==> config.mk <==
export PLATFORM = sky130hd
export DESIGN_NAME = clamped_quadrature_counter_unit
export DESIGN_NICKNAME = d
export VERILOG_FILES = /design/src/hdl/cqc_pkg.sv /design/src/hdl/cqc_regs.sv /design/src/hdl/cqc_in_reg.sv /design/src/hdl/cqc_core.sv /design/src/hdl/clamped_quadrature_counter_unit.sv
export SDC_FILE = /design/constraint.sdc
export NUM_CORES = 1
export LEC_CHECK = 0
export BUFFER_PORTS_ARGS = -buffer_cell sky130_fd_sc_hd__buf_2
export CORE_MARGIN = 5
export CORE_UTILIZATION = 51
export CTS_BUF_LIST = sky130_fd_sc_hd__clkbuf_8
export DETAILED_ROUTE_END_ITERATION = 12
export PLACE_DENSITY = 0.72
export SYNTH_ARGS = -nofsm -noshare
export SYNTH_HDL_FRONTEND = slang
export SYNTH_SLANG_ARGS = --single-unit
==> constraint.sdc <==
create_clock -name clk -period 13.1 [get_ports clk]
set_input_delay 2.62 -clock clk [delete_from_list [all_inputs] [get_ports clk]]
set_output_delay 2.62 -clock clk [all_outputs]
set_load 0.01 [all_outputs]
==> src/hdl/cqc_pkg.sv <==
// ----------------------------------------------------------------------------
// Clamped quadrature counter package
// Widths, reset values, codes, types and the clamp function.
// ----------------------------------------------------------------------------
package cqc_pkg;

    localparam int FRACTION_BITS = 8;
    localparam int ONE_FIX       = 1 << FRACTION_BITS;

    localparam int COUNT_W     = 32;
    localparam int STEP_W      = 16;
    localparam int DELTA_W     = STEP_W + 1;
    localparam int SUM_W       = COUNT_W + 2;
    localparam int ADDR_W      = 4;
    localparam int DATA_W      = 32;
    localparam int IN_TDATA_W  = 40;
    localparam int IN_TUSER_W  = 2;
    localparam int OUT_TDATA_W = 40;

    // rounded half away from zero: -1.2, 6.6, 0.1, 3.14
    localparam logic signed [COUNT_W-1:0] COUNT_MIN_RST =
        COUNT_W'(-((12 * ONE_FIX + 5) / 10));
    localparam logic signed [COUNT_W-1:0] COUNT_MAX_RST =
        COUNT_W'((66 * ONE_FIX + 5) / 10);
    localparam logic [STEP_W-1:0] COUNT_STEP_RST =
        STEP_W'((1 * ONE_FIX + 5) / 10);
    localparam logic signed [COUNT_W-1:0] COUNT_VALUE_RST =
        COUNT_W'((314 * ONE_FIX + 50) / 100);

    typedef enum logic [1:0] {
        OP_SAMPLE = 2'd0,
        OP_PRESET = 2'd1,
        OP_ACK    = 2'd2
    } op_t;

    typedef enum logic [1:0] {
        REG_MIN  = 2'd0,
        REG_MAX  = 2'd1,
        REG_STEP = 2'd2,
        REG_DIR  = 2'd3
    } reg_idx_t;

    typedef struct packed {
        logic signed [COUNT_W-1:0] lower_bound;
        logic signed [COUNT_W-1:0] upper_bound;
        logic [STEP_W-1:0]         step_size;
        logic                      reverse_direction;
    } cfg_t;

    typedef struct packed {
        op_t                       operation;
        logic                      pin_a;
        logic                      pin_b;
        logic signed [COUNT_W-1:0] preset_value;
    } item_t;

    // minimum tested first, then maximum
    function automatic logic signed [COUNT_W-1:0] clamp_count(
        input logic signed [SUM_W-1:0]   x,
        input logic signed [COUNT_W-1:0] lo,
        input logic signed [COUNT_W-1:0] hi
    );
        logic signed [SUM_W-1:0]   lo_w;
        logic signed [SUM_W-1:0]   hi_w;
        logic signed [COUNT_W-1:0] r;
        lo_w = SUM_W'(lo);
        hi_w = SUM_W'(hi);
        if (x < lo_w)
        begin
            r = lo;
        end
        else if (x > hi_w)
        begin
            r = hi;
        end
        else
        begin
            r = x[COUNT_W-1:0];
        end
        return r;
    endfunction

endpackage

==> src/hdl/cqc_regs.sv <==
// ----------------------------------------------------------------------------
// Configuration register file
// APB-style write and read access to the four counter settings.
// ----------------------------------------------------------------------------
module cqc_regs
    import cqc_pkg::*;
(
    input  logic              clk,
    input  logic              rst_n,
    input  logic              psel,
    input  logic              penable,
    input  logic              pwrite,
    input  logic [ADDR_W-1:0] paddr,
    input  logic [DATA_W-1:0] pwdata,
    output logic [DATA_W-1:0] prdata,
    output logic              pready,
    output cfg_t              cfg
);

    cfg_t     cfg_reg;
    cfg_t     cfg_next;
    reg_idx_t idx;
    logic     wr_en;

    assign pready = 1'b1;
    assign idx    = reg_idx_t'(paddr[ADDR_W-1:2]);
    assign wr_en  = psel && penable && pwrite && pready;
    assign cfg    = cfg_reg;

    always_comb
    begin
        cfg_next = cfg_reg;
        if (wr_en)
        begin
            unique case (idx)
                REG_MIN:  cfg_next.lower_bound       = pwdata;
                REG_MAX:  cfg_next.upper_bound       = pwdata;
                REG_STEP: cfg_next.step_size         = pwdata[STEP_W-1:0];
                REG_DIR:  cfg_next.reverse_direction = pwdata[0];
                default:  cfg_next = cfg_reg;
            endcase
        end
    end

    always_comb
    begin
        unique case (idx)
            REG_MIN:  prdata = cfg_reg.lower_bound;
            REG_MAX:  prdata = cfg_reg.upper_bound;
            REG_STEP: prdata = DATA_W'(cfg_reg.step_size);
            REG_DIR:  prdata = DATA_W'(cfg_reg.reverse_direction);
            default:  prdata = '0;
        endcase
    end

    always_ff @(posedge clk or negedge rst_n)
    begin
        if (!rst_n)
        begin
            cfg_reg.lower_bound       <= COUNT_MIN_RST;
            cfg_reg.upper_bound       <= COUNT_MAX_RST;
            cfg_reg.step_size         <= COUNT_STEP_RST;
            cfg_reg.reverse_direction <= 1'b0;
        end
        else
        begin
            cfg_reg <= cfg_next;
        end
    end

endmodule

==> src/hdl/cqc_in_reg.sv <==
// ----------------------------------------------------------------------------
// Input request register
// Holds one request from the slave side until the core takes it.
// ----------------------------------------------------------------------------
module cqc_in_reg
    import cqc_pkg::*;
(
    input  logic                  clk,
    input  logic                  rst_n,
    input  logic                  s_tvalid,
    output logic                  s_tready,
    input  logic [IN_TDATA_W-1:0] s_tdata,  // pin_a, pin_b, preset_value[31:0], pad
    input  logic [IN_TUSER_W-1:0] s_tuser,  // operation[1:0]
    output logic                  item_valid,
    output item_t                 item,
    input  logic                  item_take
);

    logic  valid_reg;
    logic  valid_next;
    item_t item_reg;
    logic  load;

    assign s_tready   = !valid_reg || item_take;
    assign load       = s_tvalid && s_tready;
    assign valid_next = load || (valid_reg && !item_take);
    assign item_valid = valid_reg;
    assign item       = item_reg;

    always_ff @(posedge clk or negedge rst_n)
    begin
        if (!rst_n)
        begin
            valid_reg <= 1'b0;
        end
        else
        begin
            valid_reg <= valid_next;
        end
    end

    always_ff @(posedge clk)
    begin
        if (load)
        begin
            item_reg.operation    <= op_t'(s_tuser);
            item_reg.pin_a        <= s_tdata[0];
            item_reg.pin_b        <= s_tdata[1];
            item_reg.preset_value <= s_tdata[COUNT_W+1:2];
        end
    end

endmodule

==> src/hdl/cqc_core.sv <==
// ----------------------------------------------------------------------------
// Counter core
// Quadrature decode, two clamped adds, sticky flag and the result register.
// ----------------------------------------------------------------------------
module cqc_core
    import cqc_pkg::*;
(
    input  logic                   clk,
    input  logic                   rst_n,
    input  cfg_t                   cfg,
    input  logic                   item_valid,
    input  item_t                  item,
    output logic                   item_take,
    output logic                   m_tvalid,
    input  logic                   m_tready,
    output logic [OUT_TDATA_W-1:0] m_tdata  // count[31:0], changed, pad
);

    logic signed [COUNT_W-1:0] count_value_reg;
    logic signed [COUNT_W-1:0] count_value_next;
    logic signed [COUNT_W-1:0] reported_reg;
    logic signed [COUNT_W-1:0] reported_next;
    logic                      changed_reg;
    logic                      changed_next;
    logic                      last_a_reg;
    logic                      last_a_next;
    logic                      last_b_reg;
    logic                      last_b_next;
    logic                      last_eq_reg;
    logic                      last_eq_next;

    logic                      out_valid_reg;
    logic signed [COUNT_W-1:0] out_count_reg;
    logic                      out_changed_reg;
    logic                      flag_out;

    logic                      eq;
    logic signed [DELTA_W-1:0] step_s;
    logic signed [DELTA_W-1:0] delta;
    logic signed [SUM_W-1:0]   sum1;
    logic signed [SUM_W-1:0]   sum2;
    logic signed [COUNT_W-1:0] stage1;
    logic signed [COUNT_W-1:0] stage2;

    assign item_take = item_valid && (!out_valid_reg || m_tready);
    assign m_tvalid  = out_valid_reg;
    assign m_tdata   = OUT_TDATA_W'({out_changed_reg, out_count_reg});

    always_comb
    begin
        eq     = (item.pin_a == item.pin_b);
        step_s = $signed({1'b0, cfg.step_size});
        if (cfg.reverse_direction)
        begin
            step_s = -step_s;
        end
        delta  = eq ? step_s : -step_s;
        sum1   = SUM_W'(count_value_reg) + SUM_W'(delta);
        stage1 = clamp_count(sum1, cfg.lower_bound, cfg.upper_bound);
        sum2   = SUM_W'(stage1) + SUM_W'(delta);
        stage2 = clamp_count(sum2, cfg.lower_bound, cfg.upper_bound);
    end

    always_comb
    begin
        count_value_next = count_value_reg;
        reported_next    = reported_reg;
        changed_next     = changed_reg;
        last_a_next      = last_a_reg;
        last_b_next      = last_b_reg;
        last_eq_next     = last_eq_reg;
        flag_out         = changed_reg;
        case (item.operation)
            OP_SAMPLE:
            begin
                if (item.pin_a != last_a_reg)
                begin
                    last_a_next = item.pin_a;
                    if (item.pin_b != last_b_reg)
                    begin
                        last_b_next      = item.pin_b;
                        last_eq_next     = eq;
                        count_value_next = (eq != last_eq_reg) ? stage2 : stage1;
                    end
                end
                if (count_value_next != reported_reg)
                begin
                    reported_next = count_value_next;
                    changed_next  = 1'b1;
                end
                flag_out = changed_next;
            end
            OP_PRESET:
            begin
                count_value_next = clamp_count(SUM_W'(item.preset_value),
                                               cfg.lower_bound, cfg.upper_bound);
            end
            OP_ACK:
            begin
                changed_next = 1'b0;
            end
            default:
            begin
                flag_out = changed_reg;
            end
        endcase
    end

    always_ff @(posedge clk or negedge rst_n)
    begin
        if (!rst_n)
        begin
            count_value_reg <= COUNT_VALUE_RST;
            reported_reg    <= '0;
            changed_reg     <= 1'b0;
            last_a_reg      <= 1'b0;
            last_b_reg      <= 1'b0;
            last_eq_reg     <= 1'b0;
            out_valid_reg   <= 1'b0;
        end
        else
        begin
            if (item_take)
            begin
                count_value_reg <= count_value_next;
                reported_reg    <= reported_next;
                changed_reg     <= changed_next;
                last_a_reg      <= last_a_next;
                last_b_reg      <= last_b_next;
                last_eq_reg     <= last_eq_next;
                out_valid_reg   <= 1'b1;
            end
            else if (m_tready)
            begin
                out_valid_reg <= 1'b0;
            end
        end
    end

    always_ff @(posedge clk)
    begin
        if (item_take)
        begin
            out_count_reg   <= count_value_next;
            out_changed_reg <= flag_out;
        end
    end

endmodule

==> src/hdl/clamped_quadrature_counter_unit.sv <==
// ----------------------------------------------------------------------------
// Clamped quadrature counter unit
// Rotary encoder counter with clamped steps, preset and sticky change flag.
// ----------------------------------------------------------------------------
//  channel   | signals                             | content
//  ----------+-------------------------------------+-----------------------------
//  s_ (in)   | tvalid tready tdata[39:0] tuser[1:0]| pins A/B, preset; operation
//  m_ (out)  | tvalid tready tdata[39:0]           | count, changed flag
//  APB cfg   | psel penable pwrite paddr[3:0] ...  | min, max, step, direction
//
//  One request per cycle sustained while results are taken; a request passes
//  the input register and then the result register before its result is valid.
//  Input register, then decode and two clamped adds into the result register.
//  A stalled result holds; the input register still takes one request.
//  rst_n resets the control state at once (item and result data are not reset); no clearing pass.
// ----------------------------------------------------------------------------
module clamped_quadrature_counter_unit
    import cqc_pkg::*;
(
    input  logic                   clk,
    input  logic                   rst_n,
    input  logic                   s_tvalid,
    output logic                   s_tready,
    input  logic [IN_TDATA_W-1:0]  s_tdata,  // pin_a, pin_b, preset_value[31:0], pad
    input  logic [IN_TUSER_W-1:0]  s_tuser,  // operation[1:0]
    output logic                   m_tvalid,
    input  logic                   m_tready,
    output logic [OUT_TDATA_W-1:0] m_tdata,  // count[31:0], changed, pad
    input  logic                   psel,
    input  logic                   penable,
    input  logic                   pwrite,
    input  logic [ADDR_W-1:0]      paddr,
    input  logic [DATA_W-1:0]      pwdata,
    output logic [DATA_W-1:0]      prdata,
    output logic                   pready
);

    cfg_t  cfg;
    item_t item;
    logic  item_valid;
    logic  item_take;

    cqc_regs u_regs (
        .clk     (clk),
        .rst_n   (rst_n),
        .psel    (psel),
        .penable (penable),
        .pwrite  (pwrite),
        .paddr   (paddr),
        .pwdata  (pwdata),
        .prdata  (prdata),
        .pready  (pready),
        .cfg     (cfg)
    );

    cqc_in_reg u_in_reg (
        .clk        (clk),
        .rst_n      (rst_n),
        .s_tvalid   (s_tvalid),
        .s_tready   (s_tready),
        .s_tdata    (s_tdata),
        .s_tuser    (s_tuser),
        .item_valid (item_valid),
        .item       (item),
        .item_take  (item_take)
    );

    cqc_core u_core (
        .clk        (clk),
        .rst_n      (rst_n),
        .cfg        (cfg),
        .item_valid (item_valid),
        .item       (item),
        .item_take  (item_take),
        .m_tvalid   (m_tvalid),
        .m_tready   (m_tready),
        .m_tdata    (m_tdata)
    );

endmodule

# Yosys cells after proc, flatten, opt, wreduce, memory -nomap -nowiden
# Index checks and enable logic that the tools add are counted.
[op_classes]
n_addsub = 4
order_cmp = 6
eq_ne = 10
muxes = 19
reduce_logical = 23
[op_table]
columns = ["op", "n"]
rows = [
  ["32-bit two-way mux", 10],
  ["32-bit case mux with 4 select lines", 1],
  ["32-bit by 17-bit adder with 33-bit output", 2],
  ["33-bit by 32-bit > comparator with 1-bit output", 2],
  ["33-bit by 32-bit < comparator with 1-bit output", 2],
  ["32-bit case mux with 2 select lines", 1],
  ["17-bit two-way mux", 2],
  ["32-bit > comparator", 1],
  ["32-bit < comparator", 1],
  ["32-bit != test", 1],
  ["16-bit negation with 17-bit output", 1],
  ["17-bit negation", 1],
  ["2-bit AND reduction", 5],
  ["2-bit equality test, second input constant", 3],
  ["3-bit AND reduction", 2],
  ["1-bit logical AND", 5],
  ["2-bit by 1-bit equality test with 1-bit output, second input constant", 2],
  ["2-bit logical NOT", 2],
  ["1-bit two-way mux", 4],
  ["4-bit AND reduction", 1],
  ["2-bit nonzero test", 2],
  ["1-bit logical NOT", 3],
  ["1-bit logical OR", 3],
  ["1-bit != test", 3],
  ["2 further kinds", 2],
]
[totals]
regBits = 220
input_bits = 85
output_inout_bits = 75
elab_cells = 80

# Logic depth before layout (Yosys ltp)
# Gate-level depths: netlist of the first run.
[depth]
depth_word = 19
depth_mapped = 69
ltp_nobuf = 60

# Hierarchy
# Synthesis of the first run repeated with hierarchy kept, for this count alone.
[hier_totals]
hier_cells = 2526
area_unflattened_um2 = 22101.2
[by_module_without_submodules]
columns = ["module", "n_inst", "cells_per_inst", "area_each_um2", "seq_area_each_um2"]
rows = [
  ["cqc_core", 1, 2220, 17251.5, 2722.6],
  ["cqc_regs", 1, 266, 3714.8, 2073.2],
  ["cqc_in_reg", 1, 40, 1134.8, 1106.1],
]

# Worst setup path after synthesis of the first run
# OpenSTA, ideal clock, no wires.
[synth_timing]
path_kind = "reg-to-reg"
startpoint = "register u_regs.cfg_reg, in the netlist u_regs.cfg[1]"
endpoint = "register u_core.reported_reg[0]"
setup_time_ns = 0.125
arrival_time_ns = 14.332
required_ns = 12.975
path_slack_ns = -1.357
stages_incl_launch_ff = 60
n_path_buf = 8
synth_period_minus_slack_ns = 14.457
cell_sequence = "dfrtp_1 or3_1 clkbuf_1 nand2b_1 nor2_1 a21boi_0 o32ai_1 nand4_1 o21ai_0 a31oi_1 xnor2_1 ha_1 clkbuf_1 nand2_1 or3_1 nor3_1 nor2_1 or3_1 [... 24 more ...] inv_1 ha_1 nand4_1 and4bb_2 nand2_1 a311oi_2 nor4_1 a221o_1 a211o_1 xor2_1 a2111o_1 nand4b_1 or4_1 nor4_1 nand4_1 o21ba_2 buf_6 mux2_4"
[synth_via]
elab_chain_len = 18
elab_cells_between_ends = 20
cone_classes = "add/sub: 4; order compare: 4; eq/ne: 1; mux: 10; reduce/logical: 1"
[synth_lines]
columns = ["item", "line_no", "source"]
rows = [
  ["from (decl)", "cqc_regs.sv:20", "cfg_t cfg_reg;"],
  ["from (signal assigned)", "cqc_regs.sv:67", "cfg_reg <= cfg_next;"],
  ["16-bit negation with 17-bit output", "cqc_core.sv:55", "step_s = -step_s;"],
  ["17-bit two-way mux *", "cqc_core.sv:53", "if (cfg.reverse_direction)"],
  ["17-bit negation", "cqc_core.sv:57", "delta = eq ? step_s : -step_s;"],
  ["17-bit two-way mux *", "cqc_core.sv:57", ""],
  ["32-bit by 17-bit adder with 33-bit output", "cqc_core.sv:58", "sum1 = SUM_W'(count_value_reg) + SUM_W'(delta);"],
  ["33-bit by 32-bit > comparator with 1-bit output", "cqc_pkg.sv:72", "else if (x > hi_w)"],
  ["32-bit two-way mux", "cqc_pkg.sv:72", ""],
  ["32-bit two-way mux", "cqc_pkg.sv:68", "if (x < lo_w)"],
  ["[... 2 more ...]", "-", ""],
  ["32-bit two-way mux", "cqc_pkg.sv:72", ""],
  ["32-bit two-way mux", "cqc_pkg.sv:68", ""],
  ["32-bit two-way mux *", "cqc_core.sv:83", "count_value_next = (eq != last_eq_reg) ? stage2 : stage1;"],
  ["32-bit two-way mux *", "cqc_core.sv:79", "if (item.pin_b != last_b_reg)"],
  ["32-bit two-way mux *", "cqc_core.sv:76", "if (item.pin_a != last_a_reg)"],
  ["32-bit two-way mux *", "cqc_core.sv:73", "case (item.operation)"],
  ["32-bit != test", "cqc_core.sv:86", "if (count_value_next != reported_reg)"],
  ["3-bit AND reduction (no line)", "-", ""],
  ["to (signal assigned)", "cqc_core.sv:126", "reported_reg <= reported_next;"],
  ["to (decl)", "cqc_core.sv:21", "logic signed [COUNT_W-1:0] reported_reg;"],
]
# Mark *: on every way between the ends. The rest lies on a longest branch, timed or not. The select of a mux whose other input is x is not followed.
# A chain may end at the register's enable or synchronous reset.

# Worst setup path in the final report of the first run
[layout_timing]
startpoint = "register u_regs.cfg_reg, in the netlist u_regs.cfg[3]"
endpoint = "register u_core.reported_reg[15]"
# The elaborated chain is that of the path after synthesis.

==> impl_metrics.toml, run 1 <==
[outcome]
run_status = "complete, but fails checks"
failed_checks = "negative setup slack"

[placed_design]
post_dp_cell_area_sq_um = 27000
numPortBuffers = 143
dpl.hpwl_microns = 73400
gp_routability_congestion = 1.08

[drt]
final_antenna_net_count = 0
detailed_routing_iteration_count_for_the_pre_antenna_repair_pass = 9
wirelength_per_cell_microns = 25.7
total_drc_errors_in_the_routed_layout = 0
drt_first_iter_violations = 2084
totalWireLength_microns = 96300
avgViaCountPerCell = 6.24
vias = 23400

[yosys]
ys.flop_type = "dfrtp_1"
proportion_of_register_bits_with_asynchronous_set_or_reset_after_synthesis_pct = 68.6
sequential_element_share_of_the_synthesized_area_pct = 27.4
synth_area_sq_um = 21500
synth.avg_cell_area_sq_um = 8.86
yosys.cell_types.count = 94
synth_area_leader_cell = "ha_1"
synth_seq_cells = 220
synth.most_common_cell = "ha_1"
ranking_of_synthesized_cells_by_instance_count = "ha_1, nand2_1, a21oi_1, o21ai_0, nor2_1"
synthCells = 2428
edff_count_synth = 69
synth.area.top_cells = "ha_1, dfrtp_1, edfxtp_1"
synth-warning-count = 0
yosysTopAreaCellShare_pct = 15.0

[timing]
fin_crit_ps = 13600
final-setup-viol-count = 32
max-slew-margin-rel_pct = 9.02
worstMarginPinSlew_ps = 1360
maximum_clock_frequency_ghz = 0.0735
finalHoldViolCount = 0
finalClockSkew_ps = 22.8
report.final.slew_viol_count = 0
rsz0062_at_grt = "true"
setup_ws_ps = -503
post-route-period-util_pct = 104

[global_routing]
use_met3_pct = 6.01
grt.total_usage_pct = 39.1
antenna_violations_before_repair = 0
largest_net_degree_at_the_start_of_global_routing = 85
gr-total-overflow = 0
grt_pass1_vias = 23600
grt_pass1_wl_microns = 139000
grt-busiest-layer = "met2"
globalRouteMet2Util_pct = 64.5
groute.layer.met1.usage_pct = 43.7

[layout]
layout-drive-gt1-share_pct = 42.4
final_net_count = 3526
largest_reg_flops = 81
area_delta_synth_final_pct = 42.8
stdcell_area_sq_um = 30700

[clock_network]
clkLatencyLatePin_ps = 630
cts_inserted_buffers = 40
cts_tree = "done"
clkSinkCount = 220
cts_root_buf = "clkbuf_8"
clkSlewWorstSetupHoldPaths_ps = 60
cts_hold_buf = 0
max-clock-path-buffers = 3
cts_max_level = 2

[floorplan]
floorplan.core_area_sq_um = 41900
effective_utilization_at_floorplan_pct = 51.4
die_area_sq_um = 46400
ios = 160
floorplan.die.height_microns = 215
std_cell_rows = 75
chipWidth_microns = 215

[worst_setup_path]
critPathCaptureType = "flop"
slowest_stage = "or4_4"
worst-endpoint-required_ps = 13600
setup.worst_path.start = "u_regs.cfg[3]"
r2r_start = "u_regs.cfg[3]"
critical_path_class = "reg2reg"
r2r_cells = 65
critPathMaxStageDelay_ps = 580
timing.critical_path.fanout_max = 9
critical_path.startpoint_type = "flop"
critPathArrivalTime_ps = 14100
path_common_cell = "buf_4"

[worst_hold_path]
worstHoldPathCells = 1
hold_path_origin = "u_in_reg.item_valid"
type_of_the_worst_min_delay_path = "reg2reg"

[job]
timing.max_cap.violations = 0
-- per-layer routing --
metal,up-vias,share of wire [%]
li1,10500,-
met1,11300,36
met2,1129,46
met3,421,6.4
met4,0,11
met5,-,0
-- placed cells by master (no fill, tap or decap), types with 24 or more instances in the layout --
cell type / synthesis / layout
buf_4: 9 / 624
ha_1: 258 / 220
nand2_1: 223 / 213
a21oi_1: 196 / 158
nor2_1: 169 / 155
buf_2: 6 / 142
o21ai_0: 170 / 141
mux2_2: 132 / 132
inv_1: 120 / 124
dfrtp_1: 110 / 110
mux2i_1: 103 / 100
edfxtp_1: 69 / 69
xnor2_1: 62 / 55
nand4_1: 46 / 46
clkbuf_8: 0 / 43
dfstp_2: 41 / 41
xor2_1: 44 / 39
a21o_1: 38 / 34
ha_4: 0 / 33
buf_6: 4 / 30
nand3_1: 37 / 29
a21oi_2: 0 / 26
o21ai_1: 22 / 26
nor2b_1: 30 / 25
mux2_4: 23 / 24
-- area by class of cell --
cell class,instances,area [sq um]
antenna,1,2.50
timing repair buffer,814,6120
clock buffer,43,592
fill,3151,11100
clock inverter,31,315
inverter,120,453
multi-input combinational,1985,16700
tap,539,674
sequential,220,5900
-- worst paths after layout --
kind                                        endpoint  slack, ps
hold / removal                       u_core.m_tvalid        500
hold reg to reg                      u_core.m_tvalid        500
setup reg to reg             u_core.reported_reg[15]       -500
max in group asynchronous  u_core.count_value_reg[6]       9600
setup / recovery             u_core.reported_reg[15]       -500
min in group asynchronous             u_regs.cfg[42]       2050
-- critical path, delay by kind of cell, from the launching register on --
family	cells	cell delay (ps)
XOR/XNOR	5	990
flip-flops	1	370
buffers and inverters	19	2750
adder cells (fa/ha/maj)	4	1160
multiplexers	1	300
AO/OA/AOI/OAI	22	4620
AND/OR/NAND/NOR	14	3290
-- metrics by stage --
step	hold slack, ps	TNS [ps]	util [%]	instances	setup slack, ps
2_1_floorplan	457	0	-	2434	31.7
3_3_place_gp	474	-46390	64.4	3585	-1500
3_5_place_dp	493	-59470	64.4	3585	-1850
4_1_cts	511	-7880	70.3	3715	-279
5_1_grt	542	-25670	73.4	3752	-855
6_report	499	-14330	73.4	3753	-503
-- logic make-up (layout without fill, tap and decap cells) --
| kind of cell | Yosys count | after routing | synth area share, % |
|---|---|---|---|
| other | 2 | 9 | 0.0349 |
| and+or+nand+nor | 658 | 658 | 14.5 |
| DFF | 220 | 220 | 27.4 |
| xor gates and xnor gates | 109 | 109 | 4.65 |
| buffers and inverters | 229 | 1008 | 4.33 |
| adders and majority gates | 260 | 260 | 15.2 |
| AOI/OAI and AO/OA | 685 | 685 | 20.2 |
| muxes | 265 | 265 | 13.7 |
-- repair_timing --
| item | in CTS | in global routing |
|---|---|---|
| pin swaps | 95 | 126 |
| resized for setup | 230 | 171 |
| endpoints found under the setup margin | 61 | 32 |
| buffers inserted | 52 | 38 |
| cloned | 4 | 3 |
Power of run 1 is left out: the tool's default activity adds up to more than one toggle a clock period on the data nets, which glitch-free logic cannot reach.
==> run 2, diff against run 1 <==
--- a/config.mk
+++ b/config.mk
@@ -5,6 +5,7 @@
 export SDC_FILE = /design/constraint.sdc
 export NUM_CORES = 1
 export LEC_CHECK = 0
+export ABC_AREA = 1
 export BUFFER_PORTS_ARGS = -buffer_cell sky130_fd_sc_hd__buf_2
 export CORE_MARGIN = 5
 export CORE_UTILIZATION = 51
@@ -14,3 +15,4 @@
 export SYNTH_ARGS = -nofsm -noshare
 export SYNTH_HDL_FRONTEND = slang
 export SYNTH_SLANG_ARGS = --single-unit
+export TNS_END_PERCENT = 30
==> run 2 against run 1 <==
Compared with the run above: the run now ends clean; synthesized area increased by 2.5%; worst setup slack gained 1500 ps; clock skew up 10 ps; critical endpoint is now u_core.reported_reg[19].
==> impl_metrics.toml, run 2 <==
[outcome]
run_status = "finished clean"

[worst_setup_path]
setup.worst_path.start = "u_regs.cfg[1]"
capture_point_of_the_worst_reg_to_reg_path = "u_core.reported_reg[19]"
worst-endpoint-required_ps = 13620
critical_path_class = "reg2reg"
r2r_cells = 69
path_common_cell = "nand2_1"
critPathCaptureType = "flop"
crit_buf_inv = 6
slowest_stage = "xor2_1"
critPathMaxStageDelay_ps = 660
critical_path.startpoint_type = "flop"
r2r_start = "u_regs.cfg[1]"
critical-path-top-delay-family = "simple AND/OR/NAND/NOR gates"
ff2ff_setup_slack_ps = 960
timing.critical_path.fanout_max = 36
critPathArrivalTime_ps = 12660

[floorplan]
chipWidth_microns = 218
die_area_sq_um = 47500
std_cell_rows = 76
floorplan.die.height_microns = 218
ios = 160
floorplan.core_area_sq_um = 42900
effective_utilization_at_floorplan_pct = 51.4

[yosys]
yosys.cell_types.count = 51
proportion_of_register_bits_with_asynchronous_set_or_reset_after_synthesis_pct = 68.6
synth.most_common_cell = "nand2_1"
synth_compound_area_share_pct = 12.3
post_synth_mux_area_share_pct = 0
edff_count_synth = 69
synth_simple_gate_area_share_pct = 34.0
dominant_combinational_cell_family_by_area_after_synthesis = "simple AND/OR/NAND/NOR gates"
synth_area_leader_cell = "nand2_1"
synth.avg_cell_area_sq_um = 6.64
xor_and_xnor_area_share_after_synthesis_pct = 2.74
synth.area.top_cells = "nand2_1, ha_1, dfrtp_1"
synthCells = 3322
yosysTopAreaCellShare_pct = 19.4
synth-warning-count = 0
post_synth_fa_ha_maj_area_fraction_pct = 14.8
synth_seq_cells = 220
synth_area_sq_um = 22100
sequential_element_share_of_the_synthesized_area_pct = 26.8
ys.flop_type = "dfrtp_1"
ranking_of_synthesized_cells_by_instance_count = "nand2_1, inv_1, nand3_1, ha_1, a21oi_1"

[clock_network]
cts_tree = "done"
clkSlewWorstSetupHoldPaths_ps = 60
clkLatencyLatePin_ps = 610
postCtsSetupBuffers = 0
post_cts_resized = 0
cts_inserted_buffers = 38
cts_hold_buf = 0
max-clock-path-buffers = 3
clkSinkCount = 220
cts_max_level = 2
cts_root_buf = "clkbuf_8"

[drt]
final_antenna_net_count = 0
avgViaCountPerCell = 5.72
detailed_routing_iteration_count_for_the_pre_antenna_repair_pass = 6
totalWireLength_microns = 84400
drt_first_iter_violations = 2278
vias = 23500
wirelength_per_cell_microns = 20.6
total_drc_errors_in_the_routed_layout = 0

[global_routing]
grt_pass1_vias = 21800
largest_net_degree_at_the_start_of_global_routing = 102
antenna_violations_before_repair = 0
gr-total-overflow = 0
grt_pass1_wl_microns = 126000
grt.total_usage_pct = 34.4

[worst_hold_path]
worstHoldPathCells = 2
hold_path_origin = "u_core.reported_reg[18]"
timing.hold.worst_endpoint = "u_core.reported_reg[18]"
type_of_the_worst_min_delay_path = "reg2reg"

[placed_design]
place_ws_ps = 1120
gp_routability_congestion = 1.03
dpl.hpwl_microns = 65300
numPortBuffers = 143

[timing]
finalHoldViolCount = 0
fin_setup_tns_ps = 0
finalClockSkew_ps = 33.0
report.final.slew_viol_count = 0
setup_ws_ps = 956
final-setup-viol-count = 0
maximum_clock_frequency_ghz = 0.0823
fin_crit_ps = 12140
max-slew-margin-rel_pct = 13.6
rsz0062_at_grt = "false"
post-route-period-util_pct = 92.7
worstMarginPinSlew_ps = 1290

[layout]
mostFrequentLayoutCells = "nand2_1, inv_1, nand3_1"
mostFrequentLayoutCell = "nand2_1"
layout-drive-gt1-share_pct = 10.2
largest_reg_flops = 81
seq_area_sq_um = 5900
filler_cell_count = 4189
multi_input_area_sq_um = 14200
final_net_count = 3832
area_delta_synth_final_pct = 10.9

[job]
timing.max_cap.violations = 0
run 2: worst max path at each step:
stage	to	slack, ps	depth (start not counted)
3_3_place_gp	u_core.reported_reg[5]	1410	69
4_1_cts	u_core.reported_reg[25]	1060	69
5_1_grt	u_core.reported_reg[28]	50	72
2_1_floorplan	u_core.out_changed_reg	2380	70
3_5_place_dp	u_core.reported_reg[25]	1120	69
6_report	u_core.reported_reg[19]	960	69
run 2: final cells by class:
type	instances	share of cell area, %
antenna	2	0.0205
clock buffer	38	2.14
clock inverter	32	0.573
inverter	388	5.95
multi-input combinational	2606	58.0
sequential	220	24.1
tap	585	2.99
timing repair buffer	233	6.23
run 2: per-stage QoR:
stage                     instances  cell area (sq um)  utilization [%]  hold WS (ps)
after floorplan                3328              22100                -           453
after global placement         4032              23800             55.4           468
after detailed placement       4032              23800             55.4           474
after CTS                      4102              24400             57.0           487
after global routing           4102              24500             57.0           507
final                          4104              24500             57.0           488
run 2: worst reg2reg max path, delay by kind of cell (launching register included):
| family | cells | cell delay, ps |
|---|---|---|
| buf+inv | 6 | 920 |
| flops | 1 | 530 |
| simple gates | 43 | 5600 |
| xor+xnor | 4 | 1130 |
| compound gates | 10 | 1940 |
| fa+ha+maj | 6 | 1950 |
run 2: cells by family (layout without fill, tap and decap cells):
group | count (synthesis) | after routing
simple gates | 1785 | 1785
fa+ha+maj | 260 | 260
buf+inv | 502 | 691
other cells | 2 | 10
flops | 220 | 220
xor+xnor | 69 | 69
compound gates | 484 | 484
run 2: metal layers:
metal  up-vias  track usage, %  routed length [microns]  share of wire (%)
li1      11300               -                        -                  -
met1     10800            45.2                    34800                 41
met2      1098            52.4                    35800                 42
met3       235            4.26                     6570                7.8
met4         0            24.5                     7220                8.6
met5         -               0                        0                  0
Power of run 2 is left out for the same reason.
